**config.mk**
```make
export PLATFORM = sky130hd
export DESIGN_NAME = linear_probe_hash_table_top
export DESIGN_NICKNAME = d
export VERILOG_FILES = /design/src/sv/lpht_pkg.sv /design/src/sv/linear_probe_hash_table_top.sv
export SDC_FILE = /design/constraint.sdc
export NUM_CORES = 2
export LEC_CHECK = 0
export BUFFER_PORTS_ARGS = -buffer_cell sky130_fd_sc_hd__buf_2
export CAP_MARGIN = 10
export CORE_MARGIN = 5
export CORE_UTILIZATION = 43
export CTS_CLUSTER_SIZE = 40
export DETAILED_ROUTE_END_ITERATION = 10
export HOLD_SLACK_MARGIN = 0.03
export PLACE_DENSITY_LB_ADDON = 0.1
export SLEW_MARGIN = 20
export SYNTH_ARGS = -nofsm -noshare
export SYNTH_HDL_FRONTEND = slang
export SYNTH_SLANG_ARGS = --single-unit
```
**constraint.sdc**
```tcl
create_clock -name i_clk -period 8.8 [get_ports i_clk]
set_clock_uncertainty 0.15 [all_clocks]
set_input_delay 1.76 -clock i_clk [delete_from_list [all_inputs] [get_ports i_clk]]
set_output_delay 1.76 -clock i_clk [all_outputs]
set_load 0.02 [all_outputs]
```
**src/sv/lpht_pkg.sv**
```systemverilog
// Shared types and constants for the linear probing hash table.
// No dependencies; imported by the top level, the checker and the testbench.
package lpht_pkg;

    localparam int KEY_W        = 16;
    localparam int NAME_W       = 64;
    localparam int GRADE_W      = 8;
    localparam int SLOT_W       = 4;
    localparam int STATUS_W     = 3;
    localparam int DEF_TABLE_SIZE = 16;

    typedef enum logic [STATUS_W-1:0] {
        ST_HOME  = 3'd0,
        ST_COLL  = 3'd1,
        ST_FULL  = 3'd2,
        ST_FOUND = 3'd3,
        ST_MISS  = 3'd4
    } t_status;

    typedef enum logic {
        KIND_INSERT = 1'b0,
        KIND_SEARCH = 1'b1
    } t_kind;

    typedef struct packed {
        t_kind              kind;
        logic [KEY_W-1:0]   key;
        logic [NAME_W-1:0]  name_word;
        logic [GRADE_W-1:0] grade;
    } t_in;

    typedef struct packed {
        t_status            status;
        logic [SLOT_W-1:0]  slot;
        logic [NAME_W-1:0]  found_name;
        logic [GRADE_W-1:0] found_grade;
    } t_out;

endpackage

```
**src/sv/linear_probe_hash_table_top.sv**
```systemverilog
// Steps from the start beat to the result strobe: the reciprocal key modulo (S_MUL,
// S_MOD), then one table read per cycle around the circle (S_PROBE), plus an extra
// write state (S_MOVE) when a misplaced resident is moved.
// Throughput: one item at a time; the next start is taken in the cycle the result shows.
// Reset: synchronous, then a clearing pass over the table memory with busy high.
// The receiver cannot stall; each result beat lasts exactly one cycle.
// Depends on lpht_pkg.
module linear_probe_hash_table_top #(
    parameter int TABLE_SIZE = lpht_pkg::DEF_TABLE_SIZE
) (
    input  logic          i_clk,
    input  logic          i_rst_n,
    input  logic          start,
    output logic          busy,
    input  lpht_pkg::t_in i_item,
    output logic          o_valid,
    output lpht_pkg::t_out o_result,
    input  logic          i_cfg_we,
    input  logic          i_cfg_wdata
);
    import lpht_pkg::*;

    localparam int IW    = $clog2(TABLE_SIZE);
    localparam logic [IW:0]    N_EXT = (IW+1)'(TABLE_SIZE);
    localparam logic [IW-1:0]  LAST  = IW'(TABLE_SIZE - 1);
    // floor(2^32 / TABLE_SIZE); quotient estimate is low by at most one
    localparam logic [31:0]       RECIP = 32'((64'd1 << 32) / TABLE_SIZE);
    localparam logic [KEY_W-1:0]  N_KEY = KEY_W'(TABLE_SIZE);

    typedef struct packed {
        logic               valid;
        logic [KEY_W-1:0]   key;
        logic [IW-1:0]      home;
        logic [NAME_W-1:0]  name;
        logic [GRADE_W-1:0] grade;
    } t_entry;

    typedef enum logic [2:0] {
        S_CLEAR,
        S_IDLE,
        S_MUL,
        S_MOD,
        S_PROBE,
        S_MOVE
    } t_state;

    t_state r_state;
    logic   r_replace;

    // latched request
    logic               r_search;
    logic [KEY_W-1:0]   r_key;
    logic [NAME_W-1:0]  r_name;
    logic [GRADE_W-1:0] r_grade;

    // modulo unit
    logic [KEY_W+31:0] mul_full;
    logic [KEY_W-1:0]  r_qest;
    logic [KEY_W-1:0]  rem_est;
    logic [KEY_W-1:0]  rem_fix;

    // probe
    logic [IW-1:0] r_home;
    logic [IW-1:0] r_raddr;
    logic [IW-1:0] n_raddr;
    logic [IW:0]   r_iss;
    logic          r_pend;
    logic [IW-1:0] r_pend_n;
    logic [IW-1:0] r_paddr;
    t_entry        r_home_ent;
    t_entry        r_rdata;
    logic          pend_hit;
    logic          do_move;
    logic          n_valid;

    // memory
    t_entry        mem [TABLE_SIZE];
    logic          wr_en;
    logic [IW-1:0] wr_addr;
    t_entry        wr_data;
    t_entry        new_ent;

    assign busy = (r_state != S_IDLE);

    assign mul_full = r_key * RECIP;
    assign rem_est  = r_key - r_qest * N_KEY;
    assign rem_fix  = (rem_est >= N_KEY) ? (rem_est - N_KEY) : rem_est;

    assign n_raddr = (r_raddr == LAST) ? '0 : r_raddr + 1'b1;

    assign pend_hit = r_pend && (r_search ? (r_rdata.valid && r_rdata.key == r_key)
                                          : !r_rdata.valid);
    // home entry is valid whenever a free slot shows up past home
    assign do_move  = r_replace && (r_home_ent.home != r_home);

    assign n_valid = (r_state == S_MOVE) ||
                     ((r_state == S_PROBE) &&
                      ((pend_hit && (r_search || r_pend_n == '0 || !do_move)) ||
                       (!pend_hit && r_pend && r_pend_n == LAST)));

    always_comb begin
        new_ent.valid = 1'b1;
        new_ent.key   = r_key;
        new_ent.home  = r_home;
        new_ent.name  = r_name;
        new_ent.grade = r_grade;
    end

    always_comb begin
        wr_en   = 1'b0;
        wr_addr = r_paddr;
        wr_data = new_ent;
        unique case (r_state)
            S_CLEAR: begin
                wr_en   = 1'b1;
                wr_addr = r_raddr;
                wr_data = '0;
            end
            S_PROBE: begin
                if (pend_hit && !r_search) begin
                    wr_en = 1'b1;
                    if (r_pend_n != '0 && do_move) begin
                        wr_data = r_home_ent;
                    end
                end
            end
            S_MOVE: begin
                wr_en   = 1'b1;
                wr_addr = r_home;
            end
            default: begin
                wr_en = 1'b0;
            end
        endcase
    end

    always_ff @(posedge i_clk) begin
        if (wr_en) begin
            mem[wr_addr] <= wr_data;
        end
        r_rdata <= mem[r_raddr];
    end

    always_ff @(posedge i_clk) begin
        if (!i_rst_n) begin
            r_state   <= S_CLEAR;
            r_replace <= 1'b0;
            r_raddr   <= '0;
            r_pend    <= 1'b0;
            o_valid   <= 1'b0;
        end else begin
            o_valid <= n_valid;
            if (i_cfg_we) begin
                r_replace <= i_cfg_wdata;
            end
            unique case (r_state)
                S_CLEAR: begin
                    r_raddr <= n_raddr;
                    if (r_raddr == LAST) begin
                        r_state <= S_IDLE;
                    end
                end
                S_IDLE: begin
                    if (start) begin
                        r_search <= (i_item.kind == KIND_SEARCH);
                        r_key    <= i_item.key;
                        r_name   <= i_item.name_word;
                        r_grade  <= i_item.grade;
                        r_state  <= S_MUL;
                    end
                end
                S_MUL: begin
                    r_qest  <= mul_full[KEY_W+31:32];
                    r_state <= S_MOD;
                end
                S_MOD: begin
                    r_home  <= rem_fix[IW-1:0];
                    r_raddr <= rem_fix[IW-1:0];
                    r_iss   <= '0;
                    r_pend  <= 1'b0;
                    r_state <= S_PROBE;
                end
                S_PROBE: begin
                    // reads go out one per cycle; each check works on the registered read data in r_rdata
                    if (r_iss != N_EXT) begin
                        r_raddr  <= n_raddr;
                        r_iss    <= r_iss + 1'b1;
                        r_pend   <= 1'b1;
                        r_pend_n <= r_iss[IW-1:0];
                        r_paddr  <= r_raddr;
                    end else begin
                        r_pend <= 1'b0;
                    end
                    if (r_pend && r_pend_n == '0) begin
                        r_home_ent <= r_rdata;
                    end
                    if (pend_hit) begin
                        if (r_search) begin
                            o_result.status      <= ST_FOUND;
                            o_result.slot        <= SLOT_W'(r_paddr);
                            o_result.found_name  <= r_rdata.name;
                            o_result.found_grade <= r_rdata.grade;
                            r_state              <= S_IDLE;
                        end else if (r_pend_n == '0) begin
                            o_result.status      <= ST_HOME;
                            o_result.slot        <= SLOT_W'(r_home);
                            o_result.found_name  <= '0;
                            o_result.found_grade <= '0;
                            r_state              <= S_IDLE;
                        end else if (do_move) begin
                            r_state <= S_MOVE;
                        end else begin
                            o_result.status      <= ST_COLL;
                            o_result.slot        <= SLOT_W'(r_paddr);
                            o_result.found_name  <= '0;
                            o_result.found_grade <= '0;
                            r_state              <= S_IDLE;
                        end
                    end else if (r_pend && r_pend_n == LAST) begin
                        o_result.status      <= r_search ? ST_MISS : ST_FULL;
                        o_result.slot        <= '0;
                        o_result.found_name  <= '0;
                        o_result.found_grade <= '0;
                        r_state              <= S_IDLE;
                    end
                end
                S_MOVE: begin
                    o_result.status      <= ST_COLL;
                    o_result.slot        <= SLOT_W'(r_home);
                    o_result.found_name  <= '0;
                    o_result.found_grade <= '0;
                    r_state              <= S_IDLE;
                end
                default: begin
                    r_state <= S_IDLE;
                end
            endcase
        end
    end

endmodule

```
### After elaboration in Yosys (flattened, before gate mapping)

Memories as Yosys holds them, arrays and structs flattened. A register that Yosys moved wholly into a read port is not among the register bits.
Index checks and enable logic that the tools add are counted.

| storage, ports and cells | value |
|---|---|
| flip-flop bits (word level) | 300 |
| bits in writable memories | 1488 |
| bits of input ports | 94 |
| output and inout bits | 81 |
| logic and storage cells | 112 |
| memories | 1 |

| cells by class | value |
|---|---|
| $add $sub $neg | 4 |
| magnitude comparators | 1 |
| equal/unequal tests | 16 |
| muxes and demuxes | 32 |
| reduce and logical (&&, ||, !) cells | 35 |

Memory list:

| memory | depth | width | read ports | clocked after memory_dff | wr ports | line | RTL |
|---|---|---|---|---|---|---|---|
| mem | 16 | 93 | 1 | 1 | 1 | linear_probe_hash_table_top.sv:77 | `t_entry mem [TABLE_SIZE];` |

Operators with widths:

| cell | number |
|---|---|
| 2-to-1 mux 79 bit | 5 |
| 2-to-1 mux 93 bit | 2 |
| case mux 93 bit (2 select lines) | 1 |
| case mux 79 bit (2 select lines) | 1 |
| 2-to-1 mux 3 bit | 8 |
| equality test 16 bit | 1 |
| >= comparator 16 x 5 -> 1 bit, second input constant | 1 |
| subtractor 16 bit | 1 |
| case mux 3 bit (5 select lines) | 1 |
| AND reduction 3 bit | 5 |
| 2-to-1 mux 4 bit | 3 |
| case mux 4 bit (3 select lines) | 1 |
| logical AND 1 bit | 11 |
| case mux 5 bit (2 select lines) | 1 |
| equality test 4 bit, second input constant | 2 |
| case mux 4 bit (2 select lines) | 1 |
| equality test 3 x 2 -> 1 bit, second input constant | 2 |
| equality test 3 bit, second input constant | 2 |
| AND reduction 2 bit | 3 |
| adder 5 x 1 -> 5 bit, second input constant | 1 |
| 2-to-1 mux 1 bit | 5 |
| 2-to-1 mux 5 bit | 1 |
| != test 5 x 4 -> 1 bit, second input constant | 1 |
| != test 5 bit, second input constant | 1 |
| other kinds (18) | 27 |

### Depth between registers and ports, before layout

| logic depth | value |
|---|---|
| depth after elaboration | 10 |
| depth in mapped cells | 10 |
| depth with buffers taken out | 10 |

### Least setup slack after synthesis

No wires, ideal clock.

| path | value |
|---|---|
| path type | input to register |
| start | in i_rst_n |
| end | reg r_home_ent[0] in the netlist's numbering, enable pin |
| library setup time | 659 ps |
| arrival time | 8353 ps |
| data required time | 7991 ps |
| path slack | -362 ps |
| stages on the path | 3 |
| buffers on the path | 1 |
| cells stage by stage | clkbuf_1 -> nand2_1 -> nor3_1 |

| between the ends | value |
|---|---|
| word-level cells in the longest chain between the ends | 1 |

RTL lines:

| what | line | RTL |
|---|---|---|
| start: declaration | linear_probe_hash_table_top.sv:12 | `input logic i_rst_n,` |
| AND reduction 3 bit (no source line) | - |  |
| end signal: assignment | linear_probe_hash_table_top.sv:195 | `r_home_ent <= r_rdata;` |
| end: declaration | linear_probe_hash_table_top.sv:70 | `t_entry r_home_ent;` |

No other way between the ends.
A chain may end at the register's enable or synchronous reset.

### Worst setup path in the final report

| path | value |
|---|---|
| start | reg r_key[7] |
| end | reg o_result[20] in the netlist's numbering, enable pin |

| between the ends | value |
|---|---|
| word-level cells in the longest chain between the ends | 6 |
| elaborated cells on any way between the ends | 7 |
| those cells by class | eq/ne (3); mux (1); reduce/logical (3) |

RTL lines:

| what | line | RTL |
|---|---|---|
| start: declaration | linear_probe_hash_table_top.sv:52 | `logic [KEY_W-1:0] r_key;` |
| start signal: assignment | linear_probe_hash_table_top.sv:166 | `r_key <= i_item.key;` |
| equality test 16 bit (*) | linear_probe_hash_table_top.sv:91 | `assign pend_hit = r_pend && (r_search ? (r_rdata.valid && r_rdata.key == r_key)` |
| logical AND 1 bit (*) | linear_probe_hash_table_top.sv:91 |  |
| 2-to-1 mux 1 bit (*) | linear_probe_hash_table_top.sv:91 |  |
| logical AND 1 bit (*) | linear_probe_hash_table_top.sv:91 |  |
| != test 5 x 4 -> 1 bit (no source line) or != test 3 x 2 -> 1 bit (tied branches) | - |  |
| AND reduction 4 bit (no source line) (*) | - |  |
| end: declaration | linear_probe_hash_table_top.sv:17 | `output lpht_pkg::t_out o_result,` |

Mark *: on every way between the ends. The rest lies on a longest branch, timed or not.

==> impl_metrics.tcl <==
set metrics [dict create \
    status "finished clean" \
    ys.flop_type "edfxtp_1" \
    ys_ff_latch 1869 \
    layout.nets 3206 \
    tightest_slew_ns 1.142 \
    grt_max_degree 167 \
    worst_setup_path_end_kind "flip-flop" \
    drv_cap 0 \
    synth_warnings 0 \
    syn-num-nets 2925 \
    clk_latency_ns 0.81 \
    yosys.area.top_type "edfxtp_1" \
    drt_iter0_markers 2857 \
    num_io_pins 175 \
    rows 146 \
    synth_cell_types 52 \
    fin_tns_setup_ns 0 \
    fill_cells 12550 \
    hold_slack_ns 0.2670 \
    syn2layout_area_growth_pct 14.60 \
    start_util 0.4332 \
    rsz0062_at_grt "false" \
    layout_commonest_cell "edfxtp_1" \
    port_buffers 174 \
    fmax_ghz 0.1990 \
    p_leak_nw 24.21 \
    worst_setup_path_start_kind "flip-flop" \
    vias_per_cell 5.677 \
    post_dp_cell_area_mm2 0.07218 \
    worst_ir_drop_vdd_uv 223.1 \
    ant_nets 0 \
    core_area_mm2 0.1586 \
    crit_type "flip-flop to flip-flop" \
    drc 0 \
    place_hpwl_mm 79.83 \
    cts_buffers 193 \
    layout_common_cells "edfxtp_1, mux4_2, clkbuf_16" \
    arrival_ns 5.34 \
    final_cells 5347 \
    die_h_um 409.7 \
    async_reset_ff_frac 0 \
    avgSynthCellArea_um2 24.30 \
    die-area_mm2 0.1678 \
    setup_viol 0 \
    wl_per_cell_um 30.41 \
    critPathMaxFanout 41 \
    cp.required_ns 9.11 \
    htree_levels 4 \
    overflow 0 \
    grt_pass1_vias 32608 \
    cts.sinks 1869 \
    cts_buffer_depth 3 \
    netlist_area_mm2 0.06868 \
    drive_above_1_share 0.3098 \
    synth_edf_count 1766 \
    drt_wl_total_mm 162.6 \
    hold_class "flip-flop to flip-flop" \
    synth_area_leaders "edfxtp_1, mux4_2, dfxtp_1, a22o_1, and2_1" \
    slew_violations 0 \
    synth_top_area_frac 0.7721 \
    cts_resized 0 \
    cts-root-buf "clkbuf_16" \
    grt_usage 0.1946 \
    die_w_um 409.7 \
    powerDensity_mw_per_mm2 242.2 \
    cts_tree "built" \
    dp.cells 4981 \
    totalPowerFinal_mw 19.07 \
    post-cts-setup-buffers 0 \
    design_area_mm2 0.07871 \
    antenna_found_initial 4 \
    maxSlewHeadroom 0.2369 \
    num_vias 30355 \
    min_period_ns 5.024 \
    place.gp.congestion 0.7614 \
    grt_pass1_wl_mm 235.6 \
    syn_inst 2826 \
    seq_area_frac_synth 0.8021 \
    holdBufCountCts 0 \
    post-route-period-util 0.5709 \
    clk_pin_slew_worst_paths_ns 0.06 \
    hold_violations 0 \
    first_pass_iters 5 \
]
## worst max-delay path, cell delays in order (launching register included)
cell	delay, ns
edfxtp_1	0.40
xor2_1	0.17
nor4_1	0.48
nand3_1	0.16
o31ai_2	0.38
ha_1	0.26
nand2_1	0.15
nor2_4	0.71
buf_4	0.73
nor3b_2	0.10
buf_4	0.39
buf_4	0.45
## final cells by class
class                      instances  area, um^2  area share
sequential                      1869       55100      0.7001
multi-input combinational        808       13050      0.1658
inverter                          10       42.54   0.0005405
timing repair buffer             225        1456     0.01850
antenna                            2       5.005  0.00006358
clock buffer                     272        5388     0.06845
tap                             2072        2592     0.03294
clock inverter                    89        1076     0.01367
## layer usage
metal	routed length, um	up-vias	track usage
li1	-	12631	-
met1	67800	16685	0.2614
met2	83100	822	0.3307
met3	8201	217	0.03575
met4	3518	0	0.05099
met5	0	-	0
## where the power goes
| group | switching [mW] | internal (mW) |
|---|---|---|
| clock | 3.37 | 4.81 |
| combinational | 0.443 | 0.429 |
| sequential | 0.117 | 9.89 |
| total | 3.93 | 15.1 |
## per-stage QoR
stage | setup WS [ns] | utilization
after detailed placement | 3.728 | 0.4552
after CTS | 3.686 | 0.4960
after global placement | 3.771 | 0.4552
after floorplan | 0.4205 | -
final | 3.776 | 0.4964
after global routing | 3.508 | 0.4964
## worst paths after layout
check	startpoint	end	slack [ns]	cells past startpoint
worst min register to register	r_rdata[74]	r_home_ent[74]	0.27	0
worst max-delay path	r_key[7]	o_result[20]	3.78	11
worst max register to register	r_key[7]	o_result[20]	3.78	11
worst min-delay path	r_rdata[74]	r_home_ent[74]	0.27	0
## sequential cells by signal, summed over array words and instances, names as in the netlist
signal,cells
mem,1488
o_result,79
o_valid,1
r_grade,8
r_home,4
r_home_ent,93
r_iss,5
r_key,16
r_name,64
r_paddr,4
r_pend,1
r_pend_n,4
r_raddr,4
r_rdata,93
r_replace,1
r_search,1
r_state,3
## cells by family after synthesis
kind of cell | Yosys count | synth area share
DFF | 1869 | 0.8021
and+or+nand+nor | 173 | 0.01397
buffers and inverters | 149 | 0.01033
muxes | 470 | 0.1532
AOI/OAI and AO/OA | 136 | 0.01639
xor gates and xnor gates | 24 | 0.003061
adders and majority gates | 5 | 0.0009108
## Yosys cell counts (2+ instances only)
cell type and instances:
and2_1 77, clkbuf_1 55, a21oi_1 2, a32o_1 4, buf_2 60, buf_4 12
a22o_1 92, o221ai_1 3, mux4_2 465, a22oi_1 2, o21ai_0 15, edfxtp_1 1766
xor2_1 15, o211a_1 3, nor3b_1 2, nor2_1 30, ha_1 5, inv_1 9
o31ai_1 2, buf_1 8, dfxtp_1 103, xnor2_1 9, nand2b_1 7, a31oi_1 4
mux2i_1 4, nand2_1 22, nand3_1 10, nor3_1 2, and3_1 4, nor2b_1 6
or2_2 2, nor4_1 3, buf_6 4
(Power assumes the default switching activity.)
